### src/rtl/core/dq_pkg.sv
// ----------------------------------------------------------------------------
// dq_pkg: shared types and constants of the double-ended queue
// Sizes, operation and status codes, and the control word that drives the
// row of storage cells.
// ----------------------------------------------------------------------------
`default_nettype none

package dq_pkg;

  // Storage size and word width
  localparam int CAPACITY   = 64;
  localparam int DATA_WIDTH = 64;
  localparam int CNT_W      = $clog2(CAPACITY + 1);

  // Port widths fixed by the item format
  localparam int OP_W     = 3;
  localparam int VALUE_W  = 64;
  localparam int COUNT_W  = 7;
  localparam int STATUS_W = 2;

  typedef enum logic [OP_W-1:0] {
    OP_PUSH_FRONT = 3'd0,
    OP_PUSH_BACK  = 3'd1,
    OP_POP_FRONT  = 3'd2,
    OP_POP_BACK   = 3'd3,
    OP_REVERSE    = 3'd4
  } op_t;

  typedef enum logic [STATUS_W-1:0] {
    ST_OK    = 2'd0,
    ST_EMPTY = 2'd1,
    ST_FULL  = 2'd2
  } status_t;

  // Per-cycle command to every cell of the row
  typedef struct packed {
    logic shift_r;   // insert at physical start, data moves up one cell
    logic shift_l;   // drop physical start, data moves down one cell
    logic wr_tail;   // write the cell just past the last entry
    logic mark_inc;  // last-entry mark moves up one cell
    logic mark_dec;  // last-entry mark moves down one cell
  } cell_ctl_t;

endpackage

`default_nettype wire

### src/rtl/core/dq_cell.sv
// ----------------------------------------------------------------------------
// dq_cell: one storage cell of the queue row
// Holds one word and a flag that marks the physical last entry. Takes its
// next word from a neighbor on a shift, or the pushed word on a tail write,
// and its next flag from a neighbor when the mark moves.
// ----------------------------------------------------------------------------
`default_nettype none

module dq_cell (
  input  wire logic                         clk,
  input  wire logic                         rst,
  input  wire dq_pkg::cell_ctl_t            ctl,
  input  wire logic [dq_pkg::DATA_WIDTH-1:0] push_data,
  input  wire logic [dq_pkg::DATA_WIDTH-1:0] left_data,
  input  wire logic [dq_pkg::DATA_WIDTH-1:0] right_data,
  input  wire logic                         left_mark,
  input  wire logic                         right_mark,
  output logic      [dq_pkg::DATA_WIDTH-1:0] data,
  output logic                              mark
);

  // Move the last-entry mark with the count
  always_ff @(posedge clk) begin
    if (rst) begin
      mark <= 1'b0;
    end else if (ctl.mark_inc) begin
      mark <= left_mark;
    end else if (ctl.mark_dec) begin
      mark <= right_mark;
    end
  end

  // Shift the word along the row, or take the pushed word past the tail
  always_ff @(posedge clk) begin
    if (ctl.shift_r) begin
      data <= left_data;
    end else if (ctl.shift_l) begin
      data <= right_data;
    end else if (ctl.wr_tail && left_mark) begin
      data <= push_data;
    end
  end

endmodule

`default_nettype wire

### config.mk
export PLATFORM = sky130hd
export DESIGN_NAME = dq_cell
export DESIGN_NICKNAME = d
export VERILOG_FILES = /design/src/rtl/core/dq_pkg.sv /design/src/rtl/core/dq_cell.sv
export SDC_FILE = /design/constraint.sdc
export NUM_CORES = 1
export LEC_CHECK = 0
export ABC_AREA = 0
export BUFFER_PORTS_ARGS = -buffer_cell sky130_fd_sc_hd__buf_2
export CAP_MARGIN = 20
export CORE_AREA = 4 4 102 104
export DETAILED_ROUTE_END_ITERATION = 6
export DIE_AREA = 0 0 106 108
export PLACE_DENSITY_LB_ADDON = 0.08
export SYNTH_ARGS = -nofsm -noshare
export SYNTH_HDL_FRONTEND = slang
export SYNTH_SLANG_ARGS = --single-unit
### constraint.sdc
create_clock -name clk -period 2.9 [get_ports clk]
set_clock_uncertainty 0.2 [all_clocks]
set_input_delay 0.145 -clock clk [delete_from_list [all_inputs] [get_ports clk]]
set_output_delay 0.145 -clock clk [all_outputs]
set_load 0.05 [all_outputs]
==> flow_summary_export.csv <==
group,metric,value,unit
status,status,"complete, no violations",
worst_setup_path,critPathArrivalTime,1620,ps
worst_setup_path,critPathLaunchType,"input port",
logic_synthesis,synthTopCellsByArea,"edfxtp_1, mux2i_1, o21ai_1",
power_and_ir_drop,combinationalPowerShare,0.352,
clocking,cts.clk_slew.worst_paths,70,ps
final_layout,syn2layout_area_growth,85.59,%
logic_synthesis,synthXorXnorAreaFrac,0,
grt,grt_overflow_total,0,
placement,dpl_cell_area,0.004746,mm^2
power_and_ir_drop,sw_frac_of_total,0.3366,
power_and_ir_drop,p_seq_frac,0.404,
logic_synthesis,seq_area_frac_synth,0.5826,
sta,fin_crit_sh,0.6023,
worst_setup_path,end_kind,"flip-flop",
power_and_ir_drop,pwr-share-clk,0.244,
placement,dp.cells,664,
logic_synthesis,synth_warnings,0,
placement,portBuffers,265,
sta,hold_viol,0,
logic_synthesis,synth_fp_nets,484,
clocking,insertion_delay,320,ps
logic_synthesis,synth.distinct_cells,14,
logic_synthesis,synth-simple-area-share,0.07395,
floorplanning,start_util,0.3491,
worst_setup_path,crit_path_top_delay_cell,"dlygate4sd3_1",
sta,fin_tns_setup,0,ps
final_layout,seqCellArea,0.001942,mm^2
logic_synthesis,synth.top_cell.area_share,0.5766,
worst_setup_path,crit_type,"in2reg",
clocking,cts.sinks,65,
power_and_ir_drop,p_per_area,476.2,mW/mm^2
floorplanning,io_pins,266,
detailed_routing,wirelength,11.32,mm
detailed_routing,drtPass1Iterations,4,
grt,grt_max_degree,129,
sta,tightest_slew,497.6,ps
final_layout,fin_area,0.006186,mm^2
power_and_ir_drop,power.switching,0.0009915,W
final_layout,drive_gt1_frac,0.4190,
min_path,hold_path_depth,3,
final_layout,n_antenna_cell,0,
clocking,cts_root_buf,"clkbuf_8",
worst_setup_path,critPathBufInv,3,
clocking,numCtsBuffers,9,
logic_synthesis,synth_area,0.003333,mm^2
power_and_ir_drop,intPower,0.001954,W
floorplanning,die_y,108,um
sta,grt_setup_unrepaired,"no",
worst_setup_path,reg2reg_depth,3,
sta,setup_viol,0,
floorplanning,die-area,0.01145,mm^2
worst_setup_path,cp_max_fo,64,
placement,gp_congestion,0.7349,
detailed_routing,ant_nets,0,
logic_synthesis,synthMuxAreaShare,0.1952,
logic_synthesis,synth_top_family_by_area,"multiplexers",
clocking,postCtsSetupBuffers,0,
power_and_ir_drop,leakagePower,3.026,nW
clocking,clockBufferDepth,2,
sta,min_period,1747,ps
worst_setup_path,cp.depth,5,
grt,grt.total_usage,0.1926,
logic_synthesis,synthAdderAreaFrac,0,
logic_synthesis,synth_compound_area_frac,0.1010,
worst_setup_path,cp_slowest_stage_delay,580,ps
clocking,ctsResizeCount,0,
logic_synthesis,yosysTopAreaCell,"edfxtp_1",
min_path,hold_path_class,"in2reg",
final_layout,nFillCells,832,
detailed_routing,drt_iter0_markers,112,
logic_synthesis,syn_inst,283,
detailed_routing,vias,3586,
grt,grt_pass1_vias,3630,
sta,report.final.slew_viol_count,0,
worst_setup_path,path_cells,"buf_4 -> buf_12 -> mux2i_1 -> o21ai_1 -> dlygate4sd3_1",
logic_synthesis,synth.ff_latch_count,65,
final_layout,nets,869,
job,maxCapViolations,0,
detailed_routing,viasPerCell,4.449,
sta,fmax,572.5,MHz
logic_synthesis,syn_area_per_cell,11.78,um^2
worst_setup_path,worstPathRequired,2770,ps
final_layout,fin_cells,806,
detailed_routing,routedWlPerCell,14.05,um
clocking,cts_tree,"built",
final_layout,multi_input_area,0.001235,mm^2
floorplanning,die_x,106,um
clocking,cts-htree-levels,3,
sta,max-slew-margin-rel,0.6683,
worst_setup_path,crit_family,"buffers and inverters",
floorplanning,core.rowCount,36,
grt,grt_pass1_wl,17.26,mm
detailed_routing,drc_errors,0,
grt,antenna_found_initial,0,
power_and_ir_drop,peakVddDrop,0.0002618,V
floorplanning,core,0.009549,mm^2
placement,hpwlAfterDp,7.590,mm
worst paths after layout:
| check | start | end | slack, ps |
|---|---|---|---|
| max | ctl[3] | data[16]$_DFFE_PP_ | 1150 |
| min | push_data[59] | data[59]$_DFFE_PP_ | 7 |
| max reg2reg | mark$_SDFFE_PP0P_ | mark$_SDFFE_PP0P_ | 1450 |
| min reg2reg | mark$_SDFFE_PP0P_ | mark$_SDFFE_PP0P_ | 920 |
flip-flops by register name (all words and copies together) (netlist names):
register / count
data: 64
mark: 1
final cells by class:
class,instances,share of cell area
Timing Repair Buffer,395,0.4300
Multi-Input combinational cell,196,0.1996
Clock buffer,12,0.02184
Tap cell,133,0.02690
Inverter,1,0.0006068
Clock inverter,4,0.007079
Sequential cell,65,0.3139
layout by cell type (no fill, tap or decap), drive strengths merged, types with 3 or more instances in the layout:
cell,n
buf,269
clkbuf,12
clkinv,3
dlygate4sd3,126
edfxtp,64
mux2i,65
nand2,64
o21ai,64
kinds of logic (layout without fill, tap and decap cells):
kind of cell    Yosys count  after routing
buf+inv                  22            412
compound gates           66             66
flops                    65             65
mux                      65             65
simple gates             65             65
through the flow:
stage          hold WS, ps  utilization  setup WS (ps)  total power [W]
6_report             6.936       0.6478           1153         0.002946
5_1_grt              1.693       0.6478           1099         0.003083
4_1_cts              1.975       0.6478           1197         0.002966
3_5_place_dp         118.3       0.4970           1355         0.002080
2_1_floorplan        17.76            -          467.6         0.001802
3_3_place_gp         107.8       0.4970           1376         0.002072
worst min-delay path, stage by stage:
cell     delay (ps)
buf_2            80
mux2i_1          50
o21ai_1         130
synthesized netlist by cell type:
cell type,n
edfxtp_1,64
a211oi_1,1
buf_4,1
o21ai_1,64
inv_1,1
dfxtp_1,1
clkbuf_1,8
nor2b_1,1
a211o_1,1
buf_2,6
buf_8,5
mux2i_1,65
buf_6,1
nand2_1,64
timing repair:
action                                 in CTS  in global routing
endpoints found under the hold margin      65                  0
setup endpoints to repair                   0                  0
hold buffers                              126                  0
layer usage:
metal	vias to the layer above	GRT usage	routed length, um
li1	1802	-	-
met1	1601	0.1879	3943
met2	157	0.3743	6182
met3	26	0.06030	870
met4	0	0.07956	328
met5	-	0	0
power groups by stage:
stage | Clock, W | Sequential [W] | Combinational, W
2_1_floorplan | 0 | 0.00163 | 0.000175
3_3_place_gp | 0 | 0.00121 | 0.000861
3_5_place_dp | 0 | 0.00121 | 0.000869
4_1_cts | 0.000736 | 0.00119 | 0.00104
5_1_grt | 0.000783 | 0.00120 | 0.00110
6_report | 0.000718 | 0.00119 | 0.00104
No activity file was read; power rests on OpenSTA's default activity.
