`src/rtl/core/dq_pkg.sv`:
```
// ----------------------------------------------------------------------------
// dq_pkg: shared types and constants of the double-ended queue
// Sizes, operation and status codes, and the control word that drives the
// row of storage cells.
// ----------------------------------------------------------------------------
`default_nettype none

package dq_pkg;

  // Storage size and word width
  localparam int CAPACITY   = 64;
  localparam int DATA_WIDTH = 64;
  localparam int CNT_W      = $clog2(CAPACITY + 1);

  // Port widths fixed by the item format
  localparam int OP_W     = 3;
  localparam int VALUE_W  = 64;
  localparam int COUNT_W  = 7;
  localparam int STATUS_W = 2;

  typedef enum logic [OP_W-1:0] {
    OP_PUSH_FRONT = 3'd0,
    OP_PUSH_BACK  = 3'd1,
    OP_POP_FRONT  = 3'd2,
    OP_POP_BACK   = 3'd3,
    OP_REVERSE    = 3'd4
  } op_t;

  typedef enum logic [STATUS_W-1:0] {
    ST_OK    = 2'd0,
    ST_EMPTY = 2'd1,
    ST_FULL  = 2'd2
  } status_t;

  // Per-cycle command to every cell of the row
  typedef struct packed {
    logic shift_r;   // insert at physical start, data moves up one cell
    logic shift_l;   // drop physical start, data moves down one cell
    logic wr_tail;   // write the cell just past the last entry
    logic mark_inc;  // last-entry mark moves up one cell
    logic mark_dec;  // last-entry mark moves down one cell
  } cell_ctl_t;

endpackage

`default_nettype wire

```
`src/rtl/core/dq_ctrl.sv`:
```
// ----------------------------------------------------------------------------
// dq_ctrl: operation decode, count, order flag and result register
// Turns each accepted item into a command for the cell row, then loads the
// result from the updated row into the output register.
// ----------------------------------------------------------------------------
`default_nettype none

module dq_ctrl (
  input  wire logic                          clk,
  input  wire logic                          rst,
  input  wire logic                          item_valid,
  output logic                               item_stall,
  input  wire logic [dq_pkg::OP_W-1:0]       op,
  output logic                               result_valid,
  input  wire logic                          result_stall,
  input  wire logic [dq_pkg::DATA_WIDTH-1:0] first_data,
  input  wire logic [dq_pkg::DATA_WIDTH-1:0] last_data,
  output dq_pkg::cell_ctl_t                  ctl,
  output logic                               empty,
  output logic      [dq_pkg::VALUE_W-1:0]    front_value,
  output logic      [dq_pkg::VALUE_W-1:0]    back_value,
  output logic      [dq_pkg::COUNT_W-1:0]    item_count,
  output logic                               is_empty,
  output logic                               is_full,
  output logic      [dq_pkg::STATUS_W-1:0]   status
);

  logic [dq_pkg::CNT_W-1:0] count;
  logic [dq_pkg::CNT_W-1:0] count_next;
  logic                     reversed;
  logic                     reversed_next;
  logic                     pend;
  dq_pkg::status_t          pend_status;
  dq_pkg::status_t          status_next;
  logic                     accept;
  logic                     full;
  logic                     load;
  logic [dq_pkg::DATA_WIDTH-1:0] phys_first;
  logic [dq_pkg::DATA_WIDTH-1:0] phys_last;

  assign item_stall = pend;
  assign accept     = item_valid && !pend;
  assign empty      = (count == '0);
  assign full       = (count == dq_pkg::CNT_W'(dq_pkg::CAPACITY));
  assign load       = pend && (!result_valid || !result_stall);

  // Decode the operation into a row command, count and order updates
  always_comb begin
    ctl           = '0;
    count_next    = count;
    reversed_next = reversed;
    status_next   = dq_pkg::ST_OK;
    if (accept) begin
      unique case (dq_pkg::op_t'(op))
        dq_pkg::OP_PUSH_FRONT, dq_pkg::OP_PUSH_BACK: begin
          if (full) begin
            status_next = dq_pkg::ST_FULL;
          end else begin
            ctl.mark_inc = 1'b1;
            count_next   = count + 1'b1;
            if ((op == dq_pkg::OP_PUSH_FRONT) != reversed) begin
              ctl.shift_r = 1'b1;
            end else begin
              ctl.wr_tail = 1'b1;
            end
          end
        end
        dq_pkg::OP_POP_FRONT, dq_pkg::OP_POP_BACK: begin
          if (empty) begin
            status_next = dq_pkg::ST_EMPTY;
          end else begin
            ctl.mark_dec = 1'b1;
            count_next   = count - 1'b1;
            if ((op == dq_pkg::OP_POP_FRONT) != reversed) begin
              ctl.shift_l = 1'b1;
            end
          end
        end
        dq_pkg::OP_REVERSE: begin
          if (empty) begin
            status_next = dq_pkg::ST_EMPTY;
          end else begin
            reversed_next = !reversed;
          end
        end
        default: begin
          status_next = dq_pkg::ST_OK;
        end
      endcase
    end
  end

  // Hold queue state and the pending status
  always_ff @(posedge clk) begin
    if (rst) begin
      count       <= '0;
      reversed    <= 1'b0;
      pend        <= 1'b0;
      pend_status <= dq_pkg::ST_OK;
    end else begin
      count    <= count_next;
      reversed <= reversed_next;
      if (accept) begin
        pend        <= 1'b1;
        pend_status <= status_next;
      end else if (load) begin
        pend <= 1'b0;
      end
    end
  end

  // Zero the end words of an empty queue
  assign phys_first = empty ? '0 : first_data;
  assign phys_last  = empty ? '0 : last_data;

  // Load the result register from the updated row, drop it once taken
  always_ff @(posedge clk) begin
    if (rst) begin
      result_valid <= 1'b0;
    end else if (load) begin
      result_valid <= 1'b1;
    end else if (result_valid && !result_stall) begin
      result_valid <= 1'b0;
    end
  end

  always_ff @(posedge clk) begin
    if (load) begin
      front_value <= dq_pkg::VALUE_W'(reversed ? phys_last : phys_first);
      back_value  <= dq_pkg::VALUE_W'(reversed ? phys_first : phys_last);
      item_count  <= dq_pkg::COUNT_W'(count);
      is_empty    <= empty;
      is_full     <= full;
      status      <= pend_status;
    end
  end

endmodule

`default_nettype wire

```
`config.mk`:
```
export PLATFORM = sky130hd
export DESIGN_NAME = dq_ctrl
export DESIGN_NICKNAME = d
export VERILOG_FILES = /design/src/rtl/core/dq_pkg.sv /design/src/rtl/core/dq_ctrl.sv
export SDC_FILE = /design/constraint.sdc
export NUM_CORES = 1
export LEC_CHECK = 0
export BUFFER_PORTS_ARGS = -buffer_cell sky130_fd_sc_hd__buf_2
export CAP_MARGIN = 20
export CORE_AREA = 5 5 130 132
export CTS_BUF_LIST = sky130_fd_sc_hd__clkbuf_16
export DETAILED_ROUTE_END_ITERATION = 8
export DIE_AREA = 0 0 135 137
export PLACE_DENSITY = 0.74
export SLEW_MARGIN = 20
export SYNTH_ARGS = -nofsm -noshare
export SYNTH_HDL_FRONTEND = slang
export SYNTH_SLANG_ARGS = --single-unit
```
`constraint.sdc`:
```
create_clock -name clk -period 15.5 [get_ports clk]
set_input_delay 0.775 -clock clk [delete_from_list [all_inputs] [get_ports clk]]
set_output_delay 0.775 -clock clk [all_outputs]
set_load 0.02 [all_outputs]
```
==> impl_metrics.toml, run 1 <==
[die]
io_pins = 282
initial_utilization_pct = 43.94
core_area_um2 = 15600
die_w_um = 135
die_area_um2 = 18500
fp-row-count = 46
die_y_um = 137

[cells_and_area]
fin_util_pct = 57.64
final_common_cell = "buf_2"
design_area_um2 = 8991
fin_cells = 1012
area_growth_pct = 31.20
final_nets = 925
drive_gt1_share_pct = 40.58
layout_common_cells = "buf_2, nor2_1, edfxtp_1"
n_antenna_cell = 0

[sta]
worstMarginPinSlew_ns = 1.014
whs_ns = 0.4506
final.setup_skew_ns = 0.009125
setup_viol = 0
relSlewSlack_pct = 32.40
rsz0062_at_grt = "no"
finalHoldViolCount = 0
fin_tns_setup_ns = 0
min_period_over_period_pct = 20.63
final_max_slew_viol_count = 0
post-route-min-period_ns = 3.198
max_freq_ghz = 0.3127

[critical_path]
critPathLaunch = "count[0]"
worstPathArrival_ns = 2.42
critical_path_class = "register to primary output"
cp-end-kind = "primary output"
critPathMaxFanout = 58
worstPathRequired_ns = 14.73
setup.worst_path.start_class = "register"
r2r_start = "count[0]"

[grt]
grt_overflow_total = 0
grt_pass1_vias = 5053
antenna_found_initial = 2
grt_usage_pct = 18.13
grt_pass1_wl_um = 26100
grt_max_degree = 81

[route]
drt_iter0_markers = 264
ant_nets = 0
drt-wirelength-per-cell_um = 16.84
firstDrtPassIters = 4
vias_per_cell = 4.892
wl_um = 17040
vias = 4951
drc = 0

[job]
max_cap_violations = 0

[clocking]
clkLatencyLatePin_ns = 0.41
path_clk_slew_ns = 0.06
post-cts-setup-buffers = 0
clk_path_buf_depth = 2
cts_tree = "built"
htree_levels = 4
cts_root_buffer = "clkbuf_16"
clkSinkCount = 151
hold_buffers = 0
cts_buffers = 17
postCtsResizedCells = 0

[pwr]
p_int_w = 0.0007825
netSwitchingPower_w = 0.0003013
powerDensity_nw_per_um2 = 120.5
comb_power_share_pct = 18.3
peakVddDrop_uv = 65.67
swShare_pct = 27.80
clock_power_share_pct = 35.0
power.leakage_nw = 3.579
pwr-share-seq_pct = 46.8

[logic_synthesis]
ys.warnings.count = 0
netlist_instances = 510
synth_cell_types = 35
synth_seq_cells = 151
synthesis.nets = 652
seq_area_frac_synth_pct = 64.41
synth_area_um2 = 6853
syn_area_per_cell_um2 = 13.44

[run_status]
outcome = "complete, no violations"

[placed_design]
placedCellCount = 980
place.gp.congestion = 0.8223
dp_hpwl_um = 12420
dpl_cell_area_um2 = 8437
port_buffers = 281

[worst_hold_path]
min_path_type = "register to register"
min_from = "pend_status[1]"
power by group through the flow:
| stage | logic, W | clock network [W] | registers [W] |
|---|---|---|---|
| 2_1_floorplan | 0.0000868 | 0 | 0.000567 |
| 3_3_place_gp | 0.000194 | 0 | 0.000514 |
| 3_5_place_dp | 0.000201 | 0 | 0.000515 |
| 4_1_cts | 0.000201 | 0.000389 | 0.000507 |
| 5_1_grt | 0.000218 | 0.000405 | 0.000510 |
| 6_report | 0.000198 | 0.000379 | 0.000507 |
critical path: stages, from the launching register on:
cell     delay, ns
dfxtp_1       0.37
nor4_2        0.42
and3b_4       0.75
or3b_4        0.26
nor2_1        0.04
buf_2         0.16
state kept, by name (all words and copies together), names as in the netlist, 2 cells and up:
signal,count
item_count,7
front_value,64
pend_status,2
status,2
count,7
back_value,64
area by class of cell:
class                      count  area [um^2]
timing repair buffer         286         1448
fill                        1292         6606
tap                          216        270.3
clock inverter                13        75.07
sequential                   151         4418
inverter                       3        11.26
multi-input combinational    324         2293
clock buffer                  19        475.5
through the flow:
step / worst slack, ns / power [W]
after floorplan: 3.781 / 0.0006534
after global placement: 12.52 / 0.0007079
after detailed placement: 12.39 / 0.0007160
after CTS: 12.28 / 0.001098
after global routing: 12.16 / 0.001133
final: 12.30 / 0.001084
synth_stat cells (all sizes together):
cell	count	area, um^2
a211oi	2	15.01
a21boi	1	7.510
a21o	2	15.01
a21oi	5	25.02
a22oi	1	7.510
a311o	1	10.01
a311oi	1	15.01
and2	1	6.260
and3	1	6.260
and3b	1	8.760
buf	18	96.34
clkbuf	14	52.55
dfxtp	12	240.2
edfxtp	139	4174
fa	1	20.02
ha	6	75.07
inv	3	11.26
mux2	1	11.26
mux2i	132	1321
nand2	1	3.750
nand2b	2	20.02
nand3b	1	7.510
nor2	141	529.3
nor2b	4	25.02
nor3	2	10.01
nor3b	2	15.01
nor4	1	12.51
o21ai	3	15.01
o21bai	1	7.510
o31ai	1	7.510
or3b	1	11.26
xnor2	5	43.79
xor2	3	26.28
logic make-up (layout without fill, tap and decap cells):
logic type      Yosys count  count (layout)  share of synthesized area, %
simple gates            158             158                         9.567
mux                     133             133                         19.44
xor+xnor                  8               8                         1.022
compound gates           18              18                         1.826
buf+inv                  35             321                         2.337
flops                   151             151                         64.41
fa+ha+maj                 7               7                         1.388
final timing paths:
kind              slack (ns)  cells past startpoint              end
setup / recovery       12.30                      5           ctl[3]
hold / removal          0.45                      0        status[1]
setup reg to reg       12.75                      4  front_value[28]
hold reg to reg         0.45                      0        status[1]
per-layer routing:
metal | global-route usage [%] | wire length [um]
met1 | 20.71 | 6575
met2 | 31.21 | 8605
met3 | 6.912 | 1565
met4 | 6.495 | 269
met5 | 0 | 27
No activity file was read; power rests on OpenSTA's default activity.
==> inputs of run 2 (changes only) <==
--- a/config.mk
+++ b/config.mk
@@ -5,13 +5,14 @@
 export SDC_FILE = /design/constraint.sdc
 export NUM_CORES = 1
 export LEC_CHECK = 0
+export ABC_AREA = 1
 export BUFFER_PORTS_ARGS = -buffer_cell sky130_fd_sc_hd__buf_2
 export CAP_MARGIN = 20
-export CORE_AREA = 5 5 130 132
+export CORE_AREA = 5 5 134 136
 export CTS_BUF_LIST = sky130_fd_sc_hd__clkbuf_16
 export DETAILED_ROUTE_END_ITERATION = 8
-export DIE_AREA = 0 0 135 137
-export PLACE_DENSITY = 0.74
+export DIE_AREA = 0 0 139 141
+export PLACE_DENSITY = 0.75
 export SLEW_MARGIN = 20
 export SYNTH_ARGS = -nofsm -noshare
 export SYNTH_HDL_FRONTEND = slang
==> constraint.sdc (replaced) <==
create_clock -name clk -period 2.7 [get_ports clk]
set_input_delay 0.135 -clock clk [delete_from_list [all_inputs] [get_ports clk]]
set_output_delay 0.135 -clock clk [all_outputs]
set_load 0.02 [all_outputs]
==> impl_metrics.toml, run 2 <==
[run_status]
outcome = "complete, no violations"

[clocking]
clkLatencyLatePin_ns = 0.41
cts_tree = "built"
postCtsResizedCells = 0
path_clk_slew_ns = 0.07
clkSinkCount = 151
cts_root_buffer = "clkbuf_16"
post-cts-setup-buffers = 0
htree_levels = 4
clk_path_buf_depth = 2
cts_buffers = 17
hold_buffers = 3

[critical_path]
reg2reg_depth = 9
worstPathArrival_ns = 2.05
critical_path_class = "register to primary output"
r2r_slack_ns = 0.67
setup.worst_path.start_class = "register"
r2r_start = "count[5]"
critPathLaunch = "count[3]"
r2r-end = "front_value[36]"
crit_end = "ctl[3]"
cp-end-kind = "primary output"
critPathMaxFanout = 65
worstPathRequired_ns = 2.57

[route]
wl_um = 18380
wl_met2_um = 9399
drc = 0
vias = 5995
dr_wl_met3_um = 1261
vias_per_cell = 4.702
drt-met1-wl_um = 7276
drt-wirelength-per-cell_um = 14.42
drt_iter0_markers = 305
routed.top_layer = "met5"
firstDrtPassIters = 4
ant_nets = 0

[placed_design]
dpl_cell_area_um2 = 8698
dp_hpwl_um = 13240
place.gp.congestion = 0.8212
port_buffers = 281

[grt]
grt_max_degree = 82
grt_pass1_wl_um = 28810
grt_pass1_vias = 5677
grt_overflow_total = 0
antenna_found_initial = 1
grt_usage_pct = 18.32

[cells_and_area]
top_regs = "back_value (64), front_value (64)"
fill_cells = 1507
final_common_cell = "nand2_1"
final_nets = 1179
layout_common_cells = "nand2_1, buf_2, edfxtp_1"
design_area_um2 = 9289
drive_gt1_share_pct = 31.24
fin_util_pct = 55.24
n_antenna_cell = 0
area_growth_pct = 30.22

[logic_synthesis]
syn_area_per_cell_um2 = 9.264
yosys.area.top_type_share_pct = 58.52
netlist_instances = 770
synth_common_cells = "nand2_1, edfxtp_1, inv_1, o21ai_1, o21ai_0"
synthesis.nets = 912
async_reset_ff_share_pct = 0
synth_cell_types = 30
ys.warnings.count = 0
synth.area.top_cells = "edfxtp_1, nand2_1, o21ai_1"
synth_edf_count = 139
seq_area_frac_synth_pct = 61.88
post-synth-top-count-cell = "nand2_1"
synth_seq_cells = 151
synthFlopType = "edfxtp_1"
yosys.area.top_type = "edfxtp_1"
synth_area_um2 = 7133

[job]
max_cap_violations = 0

[pwr]
power.leakage_nw = 4.467
peakVddDrop_uv = 491.1
powerDensity_nw_per_um2 = 723.0

[sta]
rsz0062_at_grt = "no"
post-route-min-period_ns = 2.186
final_max_slew_viol_count = 0
max_freq_ghz = 0.4574
relSlewSlack_pct = 46.84
finalHoldViolCount = 0
final.setup_skew_ns = 0.009398
setup_viol = 0
min_period_over_period_pct = 80.97
worstMarginPinSlew_ns = 0.7974
fin_tns_setup_ns = 0

[die]
fp-row-count = 48
core_area_um2 = 16820
io_pins = 282
die_w_um = 139
initial_utilization_pct = 42.42
die_y_um = 141
die_area_um2 = 19600

[worst_hold_path]
min_from = "first_data[59]"
min_path_type = "input port to register"
## run 2: cell count changes after synthesis, moves of 55 or more
cell / before / now
nor2_1: 141 / 20
o21ai_0: 3 / 58
mux2i_1: 132 / 0
nand2_1: 1 / 298
o21ai_1: 0 / 72
inv_1: 3 / 84
## run 2: report_power, final
part | internal [W] | switching (W) | total, W
clock | 0.00135 | 0.000936 | 0.00228
combinational | 0.000469 | 0.00102 | 0.00149
sequential | 0.00288 | 0.0000674 | 0.00294
total | 0.00469 | 0.00202 | 0.00672
## run 2: kinds of logic after synthesis
logic type | Yosys count | share of synthesized area (%)
compound gates | 137 | 9.648
flops | 151 | 61.88
fa+ha+maj | 7 | 1.333
simple gates | 341 | 18.73
xor+xnor | 3 | 0.3684
buf+inv | 131 | 8.034
## run 2: through the flow
stage | hold WS, ns | instances | worst slack [ns] | total power [W]
after floorplan | 0.1967 | 770 | -0.4384 | 0.004065
after global placement | 0.3443 | 1240 | 0.6977 | 0.004449
after detailed placement | 0.3533 | 1240 | 0.6630 | 0.004493
after CTS | 0.04514 | 1275 | 0.4535 | 0.006779
after global routing | 0.05690 | 1275 | 0.2766 | 0.007063
final | 0.06748 | 1275 | 0.5139 | 0.006715
## run 2: final cells by class
type / instances / area [um^2] / area share, %
sequential: 151 / 4423 / 47.62
multi-input combinational: 488 / 2162 / 23.28
timing repair buffer: 291 / 1526 / 16.43
clock buffer: 17 / 425.4 / 4.580
inverter: 88 / 335.3 / 3.610
tap: 225 / 281.5 / 3.031
clock inverter: 15 / 135.1 / 1.455
## run 2: worst min path at each step
stage	to	slack [ns]	cells after the start
final	back_value[59]	0.07	3
after CTS	back_value[46]	0.05	3
after global routing	back_value[50]	0.06	3
after detailed placement	result_valid	0.35	2
after global placement	result_valid	0.34	2
after floorplan	result_valid	0.20	1
## run 2: critical path, stage by stage, from the launching register on
cell and delay [ns]:
dfxtp_1 0.38, inv_1 0.07, nand2_1 0.12, nor2_4 0.06, nand2_4 0.47, inv_2 0.13
nor4_1 0.19, buf_2 0.21
## run 2: layer usage
layer  track usage (%)  vias to the layer above
met4             6.437                        2
met1             21.39                     2693
met2             32.14                      223
met5                 0                        -
met3             5.529                       33
li1                  -                     3044
